$ cat config.mk
export PLATFORM = sky130hd
export DESIGN_NAME = m3i_merge
export DESIGN_NICKNAME = d
export VERILOG_FILES = /design/src/design/matrix3x3_inverse_macros.svh /design/src/design/m3i_pkg.sv /design/src/design/m3i_merge.sv
export SDC_FILE = /design/constraint.sdc
export NUM_CORES = 1
export LEC_CHECK = 0
export ABC_CLOCK_PERIOD_IN_PS = 900
export BUFFER_PORTS_ARGS = -buffer_cell sky130_fd_sc_hd__buf_2
export CAP_MARGIN = 25
export CORE_AREA = 5 5 225 227
export DETAILED_ROUTE_END_ITERATION = 7
export DIE_AREA = 0 0 230 232
export GPL_TIMING_DRIVEN = 0
export PLACE_DENSITY = 0.58
export SLEW_MARGIN = 20
export SYNTH_ARGS = -nofsm -noshare
export SYNTH_HDL_FRONTEND = slang
export SYNTH_SLANG_ARGS = --single-unit
$ cat constraint.sdc
create_clock -name clk_i -period 0.9 [get_ports clk_i]
set_input_delay 0.045 -clock clk_i [delete_from_list [all_inputs] [get_ports clk_i]]
set_output_delay 0.045 -clock clk_i [all_outputs]
set_load 0.05 [all_outputs]
$ cat src/design/matrix3x3_inverse_macros.svh
// ----------------------------------------------------------------------------
// matrix3x3_inverse assertion macros
// Shared concurrent assertion forms, clocked on clk_i, held off in reset.
// ----------------------------------------------------------------------------
`ifndef MATRIX3X3_INVERSE_MACROS_SVH
`define MATRIX3X3_INVERSE_MACROS_SVH

// same-cycle implication
`define M3I_ASSERT_NOW(lbl, ante, cons, msg) \
  lbl: assert property (@(posedge clk_i) disable iff (!rst_ni) (ante) |-> (cons)) \
    else $error(msg);

// next-cycle implication
`define M3I_ASSERT_NEXT(lbl, ante, cons, msg) \
  lbl: assert property (@(posedge clk_i) disable iff (!rst_ni) (ante) |=> (cons)) \
    else $error(msg);

`endif

$ cat src/design/m3i_pkg.sv
// ----------------------------------------------------------------------------
// m3i_pkg
// Types and constants of the 3x3 fixed-point matrix inverse.
// ----------------------------------------------------------------------------
`timescale 1ns / 1ps

package m3i_pkg;

  localparam int ElemW    = 32;
  localparam int FracBits = 16;

  localparam int AdjW = 2 * ElemW + 1;
  localparam int ProdW = 3 * ElemW + 2;
  localparam int DetW = ProdW + 2;

  localparam logic RegTranspose = 1'b0;

  typedef struct packed {
    logic signed [ElemW-1:0] m00;
    logic signed [ElemW-1:0] m01;
    logic signed [ElemW-1:0] m02;
    logic signed [ElemW-1:0] m10;
    logic signed [ElemW-1:0] m11;
    logic signed [ElemW-1:0] m12;
    logic signed [ElemW-1:0] m20;
    logic signed [ElemW-1:0] m21;
    logic signed [ElemW-1:0] m22;
  } in_word_t;

  typedef struct packed {
    logic signed [ElemW-1:0] inv00;
    logic signed [ElemW-1:0] inv01;
    logic signed [ElemW-1:0] inv02;
    logic signed [ElemW-1:0] inv10;
    logic signed [ElemW-1:0] inv11;
    logic signed [ElemW-1:0] inv12;
    logic signed [ElemW-1:0] inv20;
    logic signed [ElemW-1:0] inv21;
    logic signed [ElemW-1:0] inv22;
    logic                    singular;
  } out_word_t;

  typedef struct packed {
    logic signed [ElemW-1:0] res;
    logic                    zero;
  } lane_res_t;

endpackage

$ cat src/design/m3i_merge.sv
// ----------------------------------------------------------------------------
// m3i_merge
// Gather the nine lane results into the output word register.
// ----------------------------------------------------------------------------
`timescale 1ns / 1ps

module m3i_merge
  import m3i_pkg::*;
(
  input  logic      clk_i,
  input  logic      en_i,
  input  logic      transpose_i,
  input  lane_res_t lane_i [9],
  output out_word_t word_o
);

  out_word_t               word_q;
  out_word_t               word_d;
  logic signed [ElemW-1:0] e [9];
  logic                    sing;

  always_comb begin
    sing = lane_i[0].zero;
    for (int r = 0; r < 3; r++) begin
      for (int c = 0; c < 3; c++) begin
        e[r*3+c] = sing ? '0 : (transpose_i ? lane_i[c*3+r].res : lane_i[r*3+c].res);
      end
    end
    word_d.inv00    = e[0];
    word_d.inv01    = e[1];
    word_d.inv02    = e[2];
    word_d.inv10    = e[3];
    word_d.inv11    = e[4];
    word_d.inv12    = e[5];
    word_d.inv20    = e[6];
    word_d.inv21    = e[7];
    word_d.inv22    = e[8];
    word_d.singular = sing;
  end

  always_ff @(posedge clk_i) begin
    if (en_i) begin
      word_q <= word_d;
    end
  end

  assign word_o = word_q;

endmodule

==> results of run 1 <==
-- final cells by class --
| class | count | area share [%] |
|---|---|---|
| timing repair buffer | 871 | 34.9 |
| tap | 622 | 3.53 |
| buffer | 54 | 2.59 |
| multi-input combinational | 480 | 14.7 |
| sequential | 289 | 39.4 |
| antenna | 3 | 0.0340 |
| clock inverter | 13 | 0.511 |
| clock buffer | 45 | 4.34 |
-- synthesized netlist by cell type --
cell type  instances
buf_2             14
buf_6              4
clkbuf_1          14
nor2_1           192
nor2b_1           96
mux2i_1          192
buf_4              2
buf_8              8
buf_12            12
edfxtp_1         289
-- worst min-delay path by stage --
| stage | end | slack (ps) | depth (start not counted) |
|---|---|---|---|
| floorplan | word_o[0] | 140 | 0 |
| global placement | word_o[0] | 260 | 1 |
| detailed placement | word_o[0] | 270 | 1 |
| CTS | word_o[279] | -20 | 1 |
| global route | word_o[149] | 8 | 1 |
| finish | word_o[149] | 20 | 1 |
-- layer usage --
metal | up-vias | wire length, um | GRT usage [%]
met3 | 97 | 3160 | 4.59
met5 | - | 8 | 0
met2 | 410 | 24100 | 29.1
li1 | 4774 | - | -
met1 | 5083 | 18000 | 19.4
met4 | 2 | 1690 | 6.13
-- power breakdown --
| part | total [mW] | switching (mW) | internal (mW) |
|---|---|---|---|
| combinational | 10.4 | 6.30 | 4.15 |
| clock | 13.5 | 5.46 | 8.03 |
| sequential | 16.7 | 0.570 | 16.1 |
| total | 40.6 | 12.3 | 28.3 |
-- timing repair --
| item | CTS | global route |
|---|---|---|
| hold buffers | 289 | 0 |
| setup buffers | 0 | 0 |
| gates cloned | 0 | 1 |
| hold endpoints to repair | 350 | 0 |
| resized for setup | 585 | 6 |
| endpoints found under the setup margin | 531 | 337 |
-- metrics by stage --
stage               TNS (ps)  hold WS, ps  utilization (%)  instance area [um^2]
floorplan              -1210          144                -                 12500
global placement    -1395870          263             33.3                 16100
detailed placement   -260100          268             33.5                 16200
CTS                   -75060        -22.5             45.4                 22000
global route          -77960         7.96             45.5                 22000
finish                -63940         19.0             45.5                 22000
-- kinds of logic (layout without fill, tap and decap cells) --
group | count (synthesis) | count (layout) | share of synthesized area, %
flip-flops | 289 | 289 | 69.6
AND/OR/NAND/NOR | 288 | 288 | 10.6
multiplexers | 192 | 192 | 15.4
buffers and inverters | 54 | 983 | 4.36
other | 0 | 3 | 0
==> flow_summary.yaml, run 1 <==
setup_path:
  crit_slowest_cell: "edfxtp_1"
  crit_start: "word_o[286]"
  max_stage_delay_ps: 460
  cp.arrival_ps: 1170
  endpoint_kind: "primary output"
  path_delay_family: "flip-flops"
  timing.critical_path.buf_inv: 1
  cp.depth: 1
  worstSetupPathType: "reg2out"
  crit_end: "word_o[286]"
  critPathRequiredTime_ps: 850
  start_kind: "register"
  path_cells: "buf_6"
  cp_max_fo: 1
placed_design:
  dp_hpwl_um: 31700
  placedCellCount: 2026
  io_buffers: 579
  dp_slack_ps: -776
  gp_congestion: 0.855
global_routing:
  grt_use_total_pct: 16.6
  grt_first_pass_wirelength_um: 68500
  grt-ovfl-total: 0
  grt_max_degree: 100
  grt_pass1_vias: 11300
  antenna_found_initial: 4
layout:
  final_cell_mix: "301 x buf_2, 292 x buf_6, 289 x dlygate4sd3_1, 289 x edfxtp_1"
  fin_nets: 2031
  drive_above_1_share_pct: 38.3
  multi_input_area_um2: 3240
  nFillCells: 4199
  regArea_um2: 8680
  areaGrowthSynthToFinish_pct: 76.9
  largest_reg_flops: 289
  layout.cells.most_common: "buf_2"
  final_cell_count_no_fill: 2377
yosys:
  synth_top_area_cell: "edfxtp_1"
  synth_top_area_share_pct: 69.6
  syn_area_um2: 12500
  synth_seq_area_share_pct: 69.6
  syn_avg_cell_area_um2: 15.1
  synth_area_leaders: "edfxtp_1 70%, mux2i_1 15%, nor2_1 5.8%, nor2b_1 4.8%, buf_12 1.9%"
  syn_nets: 1123
  yosysUniqueCellTypes: 10
  yosysWarnings: 0
  synth_seq_cells: 289
  netlist_instances: 823
floorplan:
  rows: 81
  initial_utilization_pct: 25.7
  die_w_um: 230
  fp.dieH_um: 232
  core-area_um2: 48400
  io-pin-count: 589
  dieArea_um2: 53400
power_and_ir_drop:
  totalPowerFinal_mw: 40.6
  p_leak_nw: 9.47
  ir_drop_mv: 1.26
  powerDensity_nw_per_um2: 1840
run:
  drv_cap: 0
clock_network:
  clock-sinks: 289
  path_clk_slew_ps: 60
  cts-buffers-inserted: 35
  cts_tree: "built"
  clockRootBuffer: "clkbuf_16"
  cts_buffer_depth: 3
  htreeDepth: 2
timing:
  fin_crit_sh_pct: 135
  max_freq_ghz: 0.823
  hold_violations: 0
  tightest_slew_ps: 651
  slew_headroom_pct: 56.6
  setup_slack_ps: -315
  setup_viol: 289
  period_minus_slack_ps: 1220
  slew_viol_final: 0
  rsz0062_at_grt: "yes"
detailed_routing:
  dr.pass1.iters: 4
  via_count: 10400
  vias_per_cell: 4.36
  wl_per_cell_um: 19.7
  antenna_left: 0
  wl_um: 46900
  drc_errors: 0
  drt_iter0_drc: 511
status:
  status: "finished with violations"
  violations: "setup timing"
hold_path:
  min_from: "en_i"
  worst_hold_path_type: "in2reg"
Note: power is estimated with default switching activity, not from simulation.
==> run 2, diff against run 1 <==
--- a/config.mk
+++ b/config.mk
@@ -12,6 +12,7 @@
 export DETAILED_ROUTE_END_ITERATION = 7
 export DIE_AREA = 0 0 230 232
 export GPL_TIMING_DRIVEN = 0
+export MAX_ROUTING_LAYER = met4
 export PLACE_DENSITY = 0.58
 export SLEW_MARGIN = 20
 export SYNTH_ARGS = -nofsm -noshare
==> flow_summary.yaml, run 2 (synthesis results as in run 1) <==
status:
  status: "finished with violations"
  violations: "setup timing"
power_and_ir_drop:
  power_frac_clock_pct: 33.2
  powerDensity_nw_per_um2: 1840
  swShare_pct: 30.3
  p_leak_nw: 9.47
  p_sw_mw: 12.3
  ir_drop_mv: 1.26
  p_seq_share_pct: 41.1
  intPower_mw: 28.3
  p_comb_share_pct: 25.7
detailed_routing:
  antenna_left: 0
  wl_per_cell_um: 19.7
  wl_um: 46900
  dr.pass1.iters: 6
  via_count: 10400
  drt_iter0_drc: 464
  vias_per_cell: 4.36
  drc_errors: 0
floorplan:
  rows: 81
  initial_utilization_pct: 25.7
  die_w_um: 230
  io-pin-count: 589
  dieArea_um2: 53400
  core-area_um2: 48400
  fp.dieH_um: 232
timing:
  slew_viol_final: 0
  fin_crit_sh_pct: 135
  whs_ps: 14.1
  slew_headroom_pct: 55.8
  rsz0062_at_grt: "yes"
  tightest_slew_ps: 663
  period_minus_slack_ps: 1220
  setup_slack_ps: -316
  hold_violations: 0
  max_freq_ghz: 0.822
  setup_viol: 289
run:
  drv_cap: 0
clock_network:
  postCtsSetupBuffers: 0
  cts_buffer_depth: 3
  htreeDepth: 2
  clock-sinks: 289
  cts_tree: "built"
  path_clk_slew_ps: 60
  clockRootBuffer: "clkbuf_16"
  cts-buffers-inserted: 35
layout:
  final_cell_mix: "301 x buf_2, 292 x buf_6, 289 x dlygate4sd3_1, 289 x edfxtp_1"
  areaGrowthSynthToFinish_pct: 76.9
  layout.cells.most_common: "buf_2"
  largest_reg_flops: 289
  drive_above_1_share_pct: 38.3
  nFillCells: 4201
  fin_nets: 2031
setup_path:
  worstSetupPathType: "reg2out"
  cp.arrival_ps: 1170
  critPathRequiredTime_ps: 850
  cp_max_fo: 1
  timing.critical_path.buf_inv: 1
  path_cells: "buf_6"
  endpoint_kind: "primary output"
  max_stage_delay_ps: 460
  start_kind: "register"
  crit_slowest_cell: "edfxtp_1"
  path_delay_family: "flip-flops"
placed_design:
  dp_slack_ps: -776
  io_buffers: 579
  dp_hpwl_um: 31700
  gp_congestion: 0.869
global_routing:
  grt_pass1_vias: 11400
  grt-ovfl-total: 0
  grt_first_pass_wirelength_um: 68300
  grt_use_total_pct: 17.0
  antenna_found_initial: 4
  grt_max_degree: 100
hold_path:
  worst_hold_path_type: "in2reg"
==> run 2: changes by cell type in the layout (fill, tap and decap cells not counted), sizes merged <==
cell and delta:
diode +1
==> run 2: cell type report <==
| cell class | count | area, um^2 | share of cell area [%] |
|---|---|---|---|
| multi-input cells | 480 | 3240 | 14.7 |
| clock buffers | 45 | 956 | 4.34 |
| repair buffers | 871 | 7700 | 34.9 |
| flip-flops and latches | 289 | 8680 | 39.4 |
| plain buffers | 54 | 572 | 2.59 |
| well taps | 622 | 778 | 3.53 |
| clock inverters | 13 | 113 | 0.511 |
| diodes | 4 | 10.0 | 0.0454 |
==> run 2: final timing paths <==
path / startpoint / to / slack [ps] / depth (start not counted)
setup / recovery: word_o[286] / word_o[286] / -320 / 1
hold / removal: en_i / word_o[149] / 10 / 1
==> run 2: layer usage <==
| layer | part of all wire, % | track usage (%) | wire, um |
|---|---|---|---|
| met2 | 51 | 29.1 | 24100 |
| met5 | 0 | - | 0 |
| met3 | 6.8 | 4.51 | 3190 |
| met1 | 38 | 19.4 | 17900 |
| met4 | 3.6 | 6.28 | 1690 |
==> run 2: timing repair <==
action,4_1_cts,5_1_grt
setup endpoints to repair,531,337
resized for setup,585,6
hold buffers,289,0
cloned,0,1
hold endpoints to repair,350,0
==> run 2: power by group through the flow <==
stage                     clock [mW]  combinational, mW  sequential [mW]
final                           13.5               10.4             16.7
after CTS                       13.9               10.4             16.7
after global placement             0               7.97             16.8
after floorplan                    0               1.42             20.6
after detailed placement           0               8.06             16.7
after global routing            14.4               10.9             16.8
==> run 2: through the flow <==
stage / cells / power (mW) / TNS (ps) / utilization (%) / area, um^2
final: 2378 / 40.6 / -64040 / 45.5 / 22100
after global routing: 2377 / 42.1 / -77930 / 45.5 / 22000
after CTS: 2373 / 41.0 / -75060 / 45.4 / 22000
after detailed placement: 2026 / 24.7 / -260100 / 33.5 / 16200
after global placement: 2024 / 24.7 / -1395870 / 33.3 / 16100
after floorplan: 823 / 22.0 / -1210 / - / 12500
==> run 3, diff against run 2 <==
--- a/config.mk
+++ b/config.mk
@@ -9,9 +9,9 @@
 export BUFFER_PORTS_ARGS = -buffer_cell sky130_fd_sc_hd__buf_2
 export CAP_MARGIN = 25
 export CORE_AREA = 5 5 225 227
+export CTS_BUF_LIST = sky130_fd_sc_hd__clkbuf_16
 export DETAILED_ROUTE_END_ITERATION = 7
 export DIE_AREA = 0 0 230 232
-export GPL_TIMING_DRIVEN = 0
 export MAX_ROUTING_LAYER = met4
 export PLACE_DENSITY = 0.58
 export SLEW_MARGIN = 20
==> flow_summary.yaml, run 3 (synthesis results as in run 1) <==
status:
  status: "finished with violations"
  violations: "setup timing"
clock_network:
  cts_tree: "built"
  cts-buffers-inserted: 34
  path_clk_slew_ps: 60
  clock-sinks: 289
  clockRootBuffer: "clkbuf_16"
  cts_buffer_depth: 3
  htreeDepth: 2
timing:
  period_minus_slack_ps: 1210
  setup_slack_ps: -308
  fin_crit_sh_pct: 134
  final.setup.tns_ps: -64070
  rsz0062_at_grt: "yes"
  whs_ps: 41.1
  slew_headroom_pct: 76.3
  tightest_slew_ps: 354
  slew_viol_final: 0
  max_freq_ghz: 0.827
  hold_violations: 0
  setup_viol: 294
power_and_ir_drop:
  powerDensity_nw_per_um2: 1850
  ir_drop_mv: 1.32
  p_leak_nw: 9.62
setup_path:
  crit_slowest_cell: "edfxtp_1"
  critPathRequiredTime_ps: 850
  cp.arrival_ps: 1160
  max_stage_delay_ps: 450
  start_kind: "register"
  worstSetupPathType: "reg2out"
  timing.critical_path.buf_inv: 1
  cp.depth: 1
  cp_max_fo: 1
  endpoint_kind: "primary output"
  path_cells: "buf_6"
  path_delay_family: "flip-flops"
layout:
  stdcell_area_um2: 22200
  areaGrowthSynthToFinish_pct: 78.4
  largest_reg_flops: 289
  drive_above_1_share_pct: 39.5
  final_cell_mix: "289 x buf_6, 289 x edfxtp_1, 288 x dlygate4sd3_1, 288 x buf_2, 192 x mux2i_1"
  final_cell_count_no_fill: 2393
  fin_nets: 2044
floorplan:
  dieArea_um2: 53400
  initial_utilization_pct: 25.7
  die_w_um: 230
  core-area_um2: 48400
  io-pin-count: 589
  rows: 81
  fp.dieH_um: 232
detailed_routing:
  wl_um: 44800
  wl_per_cell_um: 18.7
  antenna_left: 0
  drc_errors: 0
  dr.pass1.iters: 4
  via_count: 10300
  vias_per_cell: 4.30
  drt_iter0_drc: 427
placed_design:
  dp_hpwl_um: 30400
  placed_cell_area_um2: 16400
  gp_congestion: 0.863
  io_buffers: 580
  placedCellCount: 2042
run:
  drv_cap: 0
global_routing:
  grt-ovfl-total: 0
  grt-busiest-layer: "met2"
  grt.met1_usage_pct: 18.2
  grt_use_met2_pct: 29.4
  grt_pass1_vias: 11400
  grt_use_total_pct: 16.5
  grt_first_pass_wirelength_um: 66800
  antenna_found_initial: 5
  grt_use_met3_pct: 4.15
  grt_max_degree: 62
hold_path:
  min_delay_path_depth: 3
  worst_hold_path_type: "in2reg"
## run 3: final cells by class
cell class | count | area [um^2]
clock inverter | 23 | 200
tap | 622 | 778
clock buffer | 37 | 926
multi-input combinational | 480 | 3250
timing repair buffer | 939 | 8410
sequential | 289 | 8680
antenna | 3 | 7.51
fill | 4181 | 26200
## run 3: path summary, 6_finish.rpt
check                  startpoint     endpoint  slack, ps
worst max-delay path   word_o[84]   word_o[84]       -310
worst min-delay path  lane_i[264]  word_o[213]         40
## run 3: where the power goes
part / total (mW) / switching, mW / internal, mW
combinational: 10.4 / 6.22 / 4.22
sequential: 16.7 / 0.589 / 16.1
clock: 14.0 / 5.48 / 8.51
## run 3: repair_timing
item | in CTS | in global routing
hold buffers | 288 | 1
pin swaps | 0 | 0
resized for setup | 578 | 1
hold endpoints to repair | 291 | 5
setup endpoints to repair | 289 | 295
cloned | 0 | 0
buffers inserted | 0 | 0
## run 3: layer usage
layer  vias to the layer above  wire length, um  share of wire, %
met4                         0             1280               2.9
met1                      4984            16800                37
li1                       4802                -                 -
met2                       424            23800                53
met3                        83             2970               6.6
met5                         -                0                 0
## run 3: through the flow
| step | utilization [%] | power, mW | worst slack [ps] |
|---|---|---|---|
| after floorplan | - | 22.0 | -15.9 |
| after global placement | 33.9 | 24.7 | -160 |
| after detailed placement | 33.9 | 24.8 | -185 |
| after CTS | 45.9 | 41.6 | -346 |
| after global routing | 45.9 | 42.8 | -366 |
| final | 45.9 | 41.1 | -308 |
